$ cat config.mk
export PLATFORM = sky130hd
export DESIGN_NAME = ula_steering_vector_generator
export DESIGN_NICKNAME = d
export VERILOG_FILES = /design/src/rtl/usvg_pkg.sv /design/src/rtl/usvg_cordic.sv /design/src/rtl/ula_steering_vector_generator.sv
export VERILOG_INCLUDE_DIRS = /design/src /design/src/rtl
export SDC_FILE = /design/constraint.sdc
export NUM_CORES = 2
export LEC_CHECK = 0
export BUFFER_PORTS_ARGS = -buffer_cell sky130_fd_sc_hd__buf_2
export CAP_MARGIN = 40
export CELL_PAD_IN_SITES_DETAIL_PLACEMENT = 1
export CELL_PAD_IN_SITES_GLOBAL_PLACEMENT = 2
export CORE_MARGIN = 2
export CORE_UTILIZATION = 35
export CTS_CLUSTER_DIAMETER = 200
export CTS_CLUSTER_SIZE = 28
export DETAILED_ROUTE_END_ITERATION = 7
export PLACE_DENSITY = 0.87
export SYNTH_ARGS = -nofsm -noshare
export SYNTH_HDL_FRONTEND = slang
export SYNTH_HIERARCHICAL = 1
export SYNTH_SLANG_ARGS = --single-unit
$ cat constraint.sdc
create_clock -name i_clk -period 5.9 [get_ports i_clk]
set_input_delay 0.295 -clock i_clk [delete_from_list [all_inputs] [get_ports i_clk]]
set_output_delay 0.295 -clock i_clk [all_outputs]
set_load 0.005 [all_outputs]
$ cat src/rtl/ula_steering_vector_generator_macros.svh
// ----------------------------------------------------------------------------
// ula_steering_vector_generator_macros
// assertion macros of the steering vector generator rtl
// ----------------------------------------------------------------------------
`ifndef ULA_STEERING_VECTOR_GENERATOR_MACROS_SVH
`define ULA_STEERING_VECTOR_GENERATOR_MACROS_SVH

// property checked on every clock edge, ignored while reset is held
`define USVG_ASSERT(label, prop, msg) \
    label: assert property (@(posedge i_clk) disable iff (!i_rst_n) (prop)) \
        else $error(msg);

// property checked on every clock edge, reset included
`define USVG_ASSERT_ALWAYS(label, prop, msg) \
    label: assert property (@(posedge i_clk) (prop)) else $error(msg);

`endif

$ cat src/rtl/usvg_pkg.sv
`default_nettype none
// ----------------------------------------------------------------------------
// usvg_pkg
// types, constants and helper functions of the steering vector generator
// ----------------------------------------------------------------------------
package usvg_pkg;

    // default sizes
    localparam int MAX_ELEMENTS_DEF  = 64;
    localparam int CORDIC_STAGES_DEF = 16;
    localparam int TABLE_LEN         = 24;
    localparam int KW                = $clog2(TABLE_LEN);

    // datapath widths
    localparam int CW       = 34;   // cordic x, y, z
    localparam int PHW      = 32;   // phase, 2^32 is one turn
    localparam int ACCW     = 42;   // element phase accumulator, Q.42 turns
    localparam int IDXW     = 6;
    localparam int NUMW     = 7;
    localparam int SPW      = 16;
    localparam int OUTW     = 16;
    localparam int ANGW     = 16;
    localparam int OTDW     = 40;   // output tdata, 38 bits padded to bytes
    localparam int CFG_IDXW = 8;
    localparam int CFG_DW   = 16;

    // register indexes
    localparam logic [CFG_IDXW-1:0] REG_NUM_ELEMENTS    = 8'd0;
    localparam logic [CFG_IDXW-1:0] REG_ELEMENT_SPACING = 8'd1;

    // register reset values
    localparam logic [NUMW-1:0] NUM_ELEMENTS_RST    = 7'd8;
    localparam logic [SPW-1:0]  ELEMENT_SPACING_RST = 16'd2048;

    // fixed point constants
    localparam logic signed [CW-1:0] GAIN_Q30 = 34'sd652032874;
    localparam logic signed [CW-1:0] ONE_Q30  = 34'sd1073741824;
    localparam logic signed [CW-1:0] MONE_Q30 = -34'sd1073741824;
    localparam logic [PHW-1:0]       EIGHTH   = 32'h2000_0000;
    localparam logic [ACCW-1:0]      RND_HALF = 42'd512;
    localparam logic signed [18:0]   Q14_MAX  = 19'sd16384;
    localparam logic signed [18:0]   Q14_MIN  = -19'sd16384;

    // sequencer states
    typedef enum logic [2:0] {
        S_IDLE,
        S_THETA,
        S_STEP,
        S_ELEM,
        S_WAIT,
        S_EMIT
    } t_state;

    // request to the rotator
    typedef struct packed {
        logic           start;
        logic [PHW-1:0] phase;
    } t_cordic_req;

    // rotator result, held until the next request
    typedef struct packed {
        logic                 done;
        logic signed [CW-1:0] cos_v;
        logic signed [CW-1:0] sin_v;
    } t_cordic_res;

    // atan(2^-k) in units of 2^-32 turn
    function automatic logic signed [CW-1:0] atan_turn(input logic [KW-1:0] k);
        logic [31:0] t;
        unique case (k)
            5'd0:    t = 32'h2000_0000;
            5'd1:    t = 32'h12E4_051E;
            5'd2:    t = 32'h09FB_385B;
            5'd3:    t = 32'h0511_11D4;
            5'd4:    t = 32'h028B_0D43;
            5'd5:    t = 32'h0145_D7E1;
            5'd6:    t = 32'h00A2_F61E;
            5'd7:    t = 32'h0051_7C55;
            5'd8:    t = 32'h0028_BE53;
            5'd9:    t = 32'h0014_5F2F;
            5'd10:   t = 32'h000A_2F98;
            5'd11:   t = 32'h0005_17CC;
            5'd12:   t = 32'h0002_8BE6;
            5'd13:   t = 32'h0001_45F3;
            5'd14:   t = 32'h0000_A2F9;
            5'd15:   t = 32'h0000_517C;
            5'd16:   t = 32'h0000_28BE;
            5'd17:   t = 32'h0000_145F;
            5'd18:   t = 32'h0000_0A2F;
            5'd19:   t = 32'h0000_0517;
            5'd20:   t = 32'h0000_028B;
            5'd21:   t = 32'h0000_0145;
            5'd22:   t = 32'h0000_00A2;
            5'd23:   t = 32'h0000_0051;
            default: t = 32'h0000_0000;
        endcase
        return $signed({2'b00, t});
    endfunction

    // Q2.30 to Q1.14 with rounding and saturation
    function automatic logic [OUTW-1:0] to_q14(input logic signed [CW-1:0] v);
        logic signed [CW:0] t;
        logic signed [18:0] r;
        t = $signed({v[CW-1], v}) + (CW+1)'(32768);
        r = 19'(t >>> 16);
        if (r > Q14_MAX) begin
            r = Q14_MAX;
        end else if (r < Q14_MIN) begin
            r = Q14_MIN;
        end
        return r[OUTW-1:0];
    endfunction

endpackage
`default_nettype wire

$ cat src/rtl/usvg_cordic.sv
`default_nettype none
// ----------------------------------------------------------------------------
// usvg_cordic
// iterative rotation-mode cordic, one micro-rotation per clock
// ----------------------------------------------------------------------------
module usvg_cordic
    import usvg_pkg::*;
#(
    parameter int STAGES = CORDIC_STAGES_DEF
) (
    input  wire logic        i_clk,
    input  wire logic        i_rst_n,
    input  wire t_cordic_req i_req,
    output t_cordic_res      o_res
);

    localparam int NUM_ITER = (STAGES < TABLE_LEN) ? STAGES : TABLE_LEN;
    localparam logic [KW-1:0] LAST_K = KW'(NUM_ITER - 1);

    logic                 r_busy;
    logic                 r_done;
    logic [KW-1:0]        r_k;
    logic signed [CW-1:0] r_x;
    logic signed [CW-1:0] r_y;
    logic signed [CW-1:0] r_z;
    logic [1:0]           r_q;

    logic [PHW-1:0]       w_fold;
    logic [1:0]           w_q;
    logic [PHW-1:0]       w_ru;
    logic signed [CW-1:0] w_dx;
    logic signed [CW-1:0] w_dy;
    logic signed [CW-1:0] w_at;
    logic signed [CW-1:0] n_x;
    logic signed [CW-1:0] n_y;
    logic signed [CW-1:0] n_z;

    // fold the phase into an eighth turn around zero by a quadrant count
    always_comb begin
        w_fold = i_req.phase + EIGHTH;
        w_q    = w_fold[PHW-1:PHW-2];
        w_ru   = i_req.phase - {w_q, {(PHW-2){1'b0}}};
    end

    // shared shift and add unit
    always_comb begin
        w_dx = r_y >>> r_k;
        w_dy = r_x >>> r_k;
        w_at = atan_turn(r_k);
        if (!r_z[CW-1]) begin
            n_x = r_x - w_dx;
            n_y = r_y + w_dy;
            n_z = r_z - w_at;
        end else begin
            n_x = r_x + w_dx;
            n_y = r_y - w_dy;
            n_z = r_z + w_at;
        end
    end

    // iteration control
    always_ff @(posedge i_clk) begin
        if (!i_rst_n) begin
            r_busy <= 1'b0;
            r_done <= 1'b0;
            r_k    <= '0;
        end else begin
            r_done <= 1'b0;
            if (i_req.start) begin
                r_busy <= 1'b1;
                r_k    <= '0;
            end else if (r_busy) begin
                r_k <= r_k + KW'(1);
                if (r_k == LAST_K) begin
                    r_busy <= 1'b0;
                    r_done <= 1'b1;
                end
            end
        end
    end

    // rotation registers
    always_ff @(posedge i_clk) begin
        if (i_req.start) begin
            r_x <= GAIN_Q30;
            r_y <= '0;
            r_z <= CW'($signed(w_ru));
            r_q <= w_q;
        end else if (r_busy) begin
            r_x <= n_x;
            r_y <= n_y;
            r_z <= n_z;
        end
    end

    // turn back by whole quarter turns
    always_comb begin
        o_res.done = r_done;
        case (r_q)
            2'd1: begin
                o_res.cos_v = -r_y;
                o_res.sin_v = r_x;
            end
            2'd2: begin
                o_res.cos_v = -r_x;
                o_res.sin_v = -r_y;
            end
            2'd3: begin
                o_res.cos_v = r_y;
                o_res.sin_v = -r_x;
            end
            default: begin
                o_res.cos_v = r_x;
                o_res.sin_v = r_y;
            end
        endcase
    end

endmodule
`default_nettype wire

$ cat src/rtl/ula_steering_vector_generator.sv
`default_nettype none
// ----------------------------------------------------------------------------
// ula_steering_vector_generator
// steering vector of a uniform linear array from one arrival angle
// ----------------------------------------------------------------------------
// Each input transaction carries an angle (Q1.15 of pi); the block answers with
// one output transaction per array element, element order, tlast on the final
// one, each holding cos and sin of i * spacing * sin(angle) / 4096 turns in Q1.14.
// All sines and cosines come from one iterative cordic doing one micro-rotation
// per clock, so the rotator sets the rate: it first gets sin(angle) and the
// phase step, then rotates once per element, and a stalled sink holds the
// sequence. s_axis_tready is high only between angles; a pending final result
// does not hold off the next angle.
// ----------------------------------------------------------------------------
`include "ula_steering_vector_generator_macros.svh"

module ula_steering_vector_generator
    import usvg_pkg::*;
#(
    parameter int MAX_ELEMENTS  = MAX_ELEMENTS_DEF,
    parameter int CORDIC_STAGES = CORDIC_STAGES_DEF
) (
    input  wire logic                i_clk,
    input  wire logic                i_rst_n,
    // input angles
    input  wire logic                s_axis_tvalid,
    output logic                     s_axis_tready,
    input  wire logic [ANGW-1:0]     s_axis_tdata,   // [15:0] angle
    // element results
    output logic                     m_axis_tvalid,
    input  wire logic                m_axis_tready,
    output logic [OTDW-1:0]          m_axis_tdata,   // [5:0] element_index,
                                                     // [21:6] real_part,
                                                     // [37:22] imag_part,
                                                     // [39:38] zero
    output logic                     m_axis_tlast,   // last
    // register writes
    input  wire logic                i_cfg_valid,
    output logic                     o_cfg_ready,
    input  wire logic [CFG_IDXW-1:0] i_cfg_index,
    input  wire logic [CFG_DW-1:0]   i_cfg_data
);

    localparam logic [NUMW-1:0] M_MAX = NUMW'(MAX_ELEMENTS);

    t_state                r_state;
    t_state                n_state;
    logic [NUMW-1:0]       r_num_el;
    logic [SPW-1:0]        r_spacing;
    logic [IDXW-1:0]       r_idx;
    logic [IDXW-1:0]       n_idx;
    logic [ACCW-1:0]       r_acc;
    logic [ACCW-1:0]       n_acc;
    logic signed [31:0]    r_sin;
    logic signed [31:0]    n_sin;
    logic [ACCW-1:0]       r_step;
    logic [ACCW-1:0]       n_step;
    logic                  r_m_tvalid;
    logic                  n_m_tvalid;
    logic [OTDW-1:0]       r_m_tdata;
    logic [OTDW-1:0]       n_m_tdata;
    logic                  r_m_tlast;
    logic                  n_m_tlast;

    t_cordic_req           w_req;
    t_cordic_res           w_res;
    logic [NUMW-1:0]       w_m;
    logic                  w_last;
    logic                  w_out_free;
    logic                  w_in_acc;
    logic [ACCW-1:0]       w_acc_rnd;
    logic signed [48:0]    w_prod;
    logic signed [CW-1:0]  w_sclamp;

    // shared rotator
    usvg_cordic #(
        .STAGES (CORDIC_STAGES)
    ) u_cordic (
        .i_clk   (i_clk),
        .i_rst_n (i_rst_n),
        .i_req   (w_req),
        .o_res   (w_res)
    );

    // configuration registers
    assign o_cfg_ready = 1'b1;

    always_ff @(posedge i_clk) begin
        if (!i_rst_n) begin
            r_num_el  <= NUM_ELEMENTS_RST;
            r_spacing <= ELEMENT_SPACING_RST;
        end else if (i_cfg_valid && o_cfg_ready) begin
            unique case (i_cfg_index)
                REG_NUM_ELEMENTS:    r_num_el  <= i_cfg_data[NUMW-1:0];
                REG_ELEMENT_SPACING: r_spacing <= i_cfg_data;
                default: ;
            endcase
        end
    end

    // element count limited to one through the array size
    always_comb begin
        if (r_num_el == '0) begin
            w_m = NUMW'(1);
        end else if (r_num_el > M_MAX) begin
            w_m = M_MAX;
        end else begin
            w_m = r_num_el;
        end
    end

    // arithmetic around the rotator
    always_comb begin
        w_last    = ({1'b0, r_idx} == (w_m - NUMW'(1)));
        w_acc_rnd = r_acc + RND_HALF;
        w_prod    = $signed({1'b0, r_spacing}) * r_sin;
        if (w_res.sin_v > ONE_Q30) begin
            w_sclamp = ONE_Q30;
        end else if (w_res.sin_v < MONE_Q30) begin
            w_sclamp = MONE_Q30;
        end else begin
            w_sclamp = w_res.sin_v;
        end
    end

    assign w_out_free = !r_m_tvalid || m_axis_tready;
    assign w_in_acc   = s_axis_tvalid && s_axis_tready;

    // sequencer
    always_comb begin
        n_state     = r_state;
        n_idx       = r_idx;
        n_acc       = r_acc;
        n_sin       = r_sin;
        n_step      = r_step;
        n_m_tvalid  = r_m_tvalid;
        n_m_tdata   = r_m_tdata;
        n_m_tlast   = r_m_tlast;
        w_req.start = 1'b0;
        w_req.phase = w_acc_rnd[ACCW-1:ACCW-PHW];
        s_axis_tready = (r_state == S_IDLE);

        if (r_m_tvalid && m_axis_tready) begin
            n_m_tvalid = 1'b0;
        end

        unique case (r_state)
            S_IDLE: begin
                if (w_in_acc) begin
                    w_req.start = 1'b1;
                    w_req.phase = {s_axis_tdata, 16'h0000};
                    n_idx       = '0;
                    n_acc       = '0;
                    n_state     = S_THETA;
                end
            end
            S_THETA: begin
                if (w_res.done) begin
                    n_sin   = w_sclamp[31:0];
                    n_state = S_STEP;
                end
            end
            S_STEP: begin
                n_step  = w_prod[ACCW-1:0];
                n_state = S_ELEM;
            end
            S_ELEM: begin
                w_req.start = 1'b1;
                n_state     = S_WAIT;
            end
            S_WAIT: begin
                if (w_res.done) begin
                    n_state = S_EMIT;
                end
            end
            S_EMIT: begin
                if (w_out_free) begin
                    n_m_tvalid = 1'b1;
                    n_m_tdata  = {2'b00, to_q14(w_res.sin_v), to_q14(w_res.cos_v), r_idx};
                    n_m_tlast  = w_last;
                    if (w_last) begin
                        n_state = S_IDLE;
                    end else begin
                        n_idx   = r_idx + IDXW'(1);
                        n_acc   = r_acc + r_step;
                        n_state = S_ELEM;
                    end
                end
            end
            default: n_state = S_IDLE;
        endcase
    end

    // control registers
    always_ff @(posedge i_clk) begin
        if (!i_rst_n) begin
            r_state    <= S_IDLE;
            r_m_tvalid <= 1'b0;
        end else begin
            r_state    <= n_state;
            r_m_tvalid <= n_m_tvalid;
        end
    end

    // datapath registers
    always_ff @(posedge i_clk) begin
        r_idx     <= n_idx;
        r_acc     <= n_acc;
        r_sin     <= n_sin;
        r_step    <= n_step;
        r_m_tdata <= n_m_tdata;
        r_m_tlast <= n_m_tlast;
    end

    assign m_axis_tvalid = r_m_tvalid;
    assign m_axis_tdata  = r_m_tdata;
    assign m_axis_tlast  = r_m_tlast;

    // checks
    `USVG_ASSERT(a_no_done_idle, (r_state == S_IDLE) |-> !w_res.done, "rotator finished while idle")
    `USVG_ASSERT(a_idx_range, (r_state == S_ELEM) |-> ({1'b0, r_idx} < w_m), "element index past count")
    `USVG_ASSERT(a_last_idx, (m_axis_tvalid && m_axis_tlast) |-> ({1'b0, m_axis_tdata[IDXW-1:0]} == (w_m - NUMW'(1))), "tlast on wrong element")
    `USVG_ASSERT_ALWAYS(a_rst_idle, !$past(i_rst_n) |-> (r_state == S_IDLE && !r_m_tvalid), "not idle after reset")

endmodule
`default_nettype wire

==> run summary <==
For the worst setup path, the data required time is 6.25 ns. The vertical die dimension came out at approximately 370 um. The count of buffers added on input and output ports is 85. The DRC marker count from the first detailed-route iteration is 3439. Setup repair after global routing could not meet its margin everywhere. The final antenna-violating net count came out at 0. The time the worst path needs with I/O delays and setup came out at 6.48 ns. Setup violations remaining at the end of the flow were counted as 23. The global-route usage over all layers is 25.7%. The wire length after detailed routing is 182000 um.

TritonCTS built the clock tree. In the synthesized netlist, the number of instances is 5388. During synthesis, Yosys emitted a total of 6 warnings. The global route total overflow came out at 0. The checks that failed: negative setup slack. The total chip power is 0.0226 W. The run finished, with violations left. The average vias per placed instance is roughly 5.6. The number of antenna violations at the first check in global routing came to 8. The library cells used most frequently in the layout, excluding fill and tap cells, are sky130_fd_sc_hd__buf_4, sky130_fd_sc_hd__nand2_1, sky130_fd_sc_hd__inv_1, sky130_fd_sc_hd__fa_1, sky130_fd_sc_hd__nor2_1. The final RePlAce weighted congestion came out at 0.962. The maximum fanout encountered on the critical timing path is 6.

By startpoint and endpoint, the worst setup path is classified as flip-flop to flip-flop. The kind of launch point of the worst setup path is a flip-flop. Max-cap violations in this run came to 0.

The setup skew after layout came out at between 0.06 and 0.07 ns. The reported leakage power came out at about 25 nW. The worst setup path is captured at a flip-flop.

The via count is roughly 44000. The die is 370 um wide. The row count is around 130. The least setup slack across all paths after layout came out at -0.585 ns.

Entering global routing, the biggest net connects roughly 110 pins. The relative max-transition margin came out at between 15 and 20%. The top-level I/O count is between 80 and 90. Counting the fill cells in the layout gives 15600. The synthesis-to-layout area growth is 23.5%.

The fraction of final layout cells sized beyond drive strength 1 came out at 24.9%. The power per cell area came out at a little under 400 nW/um^2. Timing would allow up to 154 MHz. The number of nets in the final layout came out at 6820. The post-detailed-route DRC marker count is 0.

The path class of the tightest hold or removal check is primary input to flip-flop. The clock-pin slew reported for the worst setup and hold paths after clock tree synthesis is 0.13 ns. The number of buffers inserted during clock tree synthesis came out at 16. The clock drives 329 sinks.

The data arrival at the endpoint of the critical path is 6.83 ns. The wire-length estimate of the detail-placed layout is 145000 um. In this run the standard cell core region covers 133000 um^2. The routed wire length per instance is 23.2 um. The number of global-route vias before repair came out at ~46000. No sink is reached through more buffers than the 3 on the longest clock path. The tree is rooted in a sky130_fd_sc_hd__clkbuf_16.

The library cell used most frequently in the layout, excluding fill and tap cells, is sky130_fd_sc_hd__buf_4. The slew of the pin with the lowest slew margin is 1.23 ns. Setup total negative slack on the finished layout was measured at -6.11 ns. The synthesized netlist occupies a cell area of 46800 um^2. The final critical path takes up 110% of the cycle. The maximum level of the CTS H-tree came out at 1. The final count of pins violating max slew came out at 0. The maximum ir drop on the vdd rail came out at 0.464 mV. The initial cell density of the core is between 30% and 40%. The later pin in the worst-skew pair is clocked with a latency of 0.61 ns.

For this run, the detailed router's first-pass iteration total came to 6. The count of final hold-check violations is 0. The die area is 137000 um^2. After synthesis, the mean cell area works out to 8.68 um^2. The wire length of the first global-routing pass is 274000 um.
## final timing paths
path / from / endpoint / slack (ns) / depth (start not counted)
setup reg to reg: r_sin[19] / r_step[40] / -0.58 / 21
hold reg to reg: r_spacing[3] / r_spacing[3] / 0.57 / 2
hold / removal: i_cfg_data[2] / r_num_el[2] / 0.09 / 3
setup / recovery: r_sin[19] / r_step[40] / -0.58 / 21
## metal layers
layer	share of wire (%)	wire length [um]	global-route usage (%)	up-vias
met4	4.0	7380	8.29	4
met3	5.5	10100	2.62	346
li1	-	-	-	19600
met2	47	85800	42.8	1360
met5	0.016	29	0	-
met1	43	79000	34.9	22400
## sequential cells by signal, summed over array words and instances (netlist names)
register and cells:
r_state 3, r_acc 42, r_step 42, m_axis_tvalid 1
u_cordic/r_q 2, u_cordic/r_x 34, u_cordic/r_k 5, m_axis_tdata 38
u_cordic/r_y 34, r_sin 32, r_spacing 16, u_cordic/r_z 34
u_cordic/r_done 1, u_cordic/r_busy 1, r_num_el 7, u_cordic/w_at 30
m_axis_tlast 1, r_idx 6
## timing repair
item,in CTS,in global routing
pin swaps,46,124
cloned,0,5
setup buffers,24,67
hold buffers,12,0
hold endpoints to repair,13,0
resized for setup,127,258
setup endpoints to repair,70,96
## area by class of cell
class	instances	area, um^2	share of cell area, %
timing repair buffer	1006	8190	14.2
clock inverter	2	36.3	0.0628
clock buffer	26	480	0.831
tap	1768	2210	3.83
sequential	329	8600	14.9
antenna	1	2.50	0.00433
inverter	596	2240	3.88
multi-input combinational	4128	36000	62.3
## power breakdown
part	total, W	switching (W)	leakage, nW	internal [W]
clock	0.00149	0.000905	0.248	0.000587
sequential	0.00371	0.000663	2.97	0.00305
combinational	0.0174	0.00940	22.1	0.00798
## through the flow
step / instance area (um^2) / worst slack [ns] / cells / hold WS, ns / utilization [%]
after floorplan: 47400 / -0.145 / 5389 / 0.420 / -
after CTS: 56200 / -0.440 / 7786 / 0.0470 / 42.2
final: 57800 / -0.585 / 7856 / 0.0892 / 43.4
after detailed placement: 54900 / -0.679 / 7722 / 0.527 / 41.2
after global routing: 57800 / -0.691 / 7855 / 0.0884 / 43.4
after global placement: 54900 / -0.436 / 7717 / 0.516 / 41.2
## critical path, stage by stage, from the launching register on
cell and delay (ns):
sky130_fd_sc_hd__edfxtp_1 0.42, sky130_fd_sc_hd__buf_4 0.19, sky130_fd_sc_hd__buf_6 0.13, sky130_fd_sc_hd__nand2_1 0.08, sky130_fd_sc_hd__fa_1 0.54, sky130_fd_sc_hd__inv_2 0.07, sky130_fd_sc_hd__fa_1 0.54, sky130_fd_sc_hd__fa_1 0.52
sky130_fd_sc_hd__fa_1 0.52, sky130_fd_sc_hd__fa_1 0.49, sky130_fd_sc_hd__inv_1 0.06, sky130_fd_sc_hd__fa_2 0.61, sky130_fd_sc_hd__inv_2 0.06, sky130_fd_sc_hd__ha_4 0.27, sky130_fd_sc_hd__nand2_2 0.05, sky130_fd_sc_hd__or4b_4 0.54
sky130_fd_sc_hd__a211o_1 0.28, sky130_fd_sc_hd__a311oi_2 0.25, sky130_fd_sc_hd__a311o_1 0.27, sky130_fd_sc_hd__a21o_1 0.15, sky130_fd_sc_hd__a21oi_2 0.06, sky130_fd_sc_hd__xnor2_1 0.12
(Power assumes the default switching activity.)
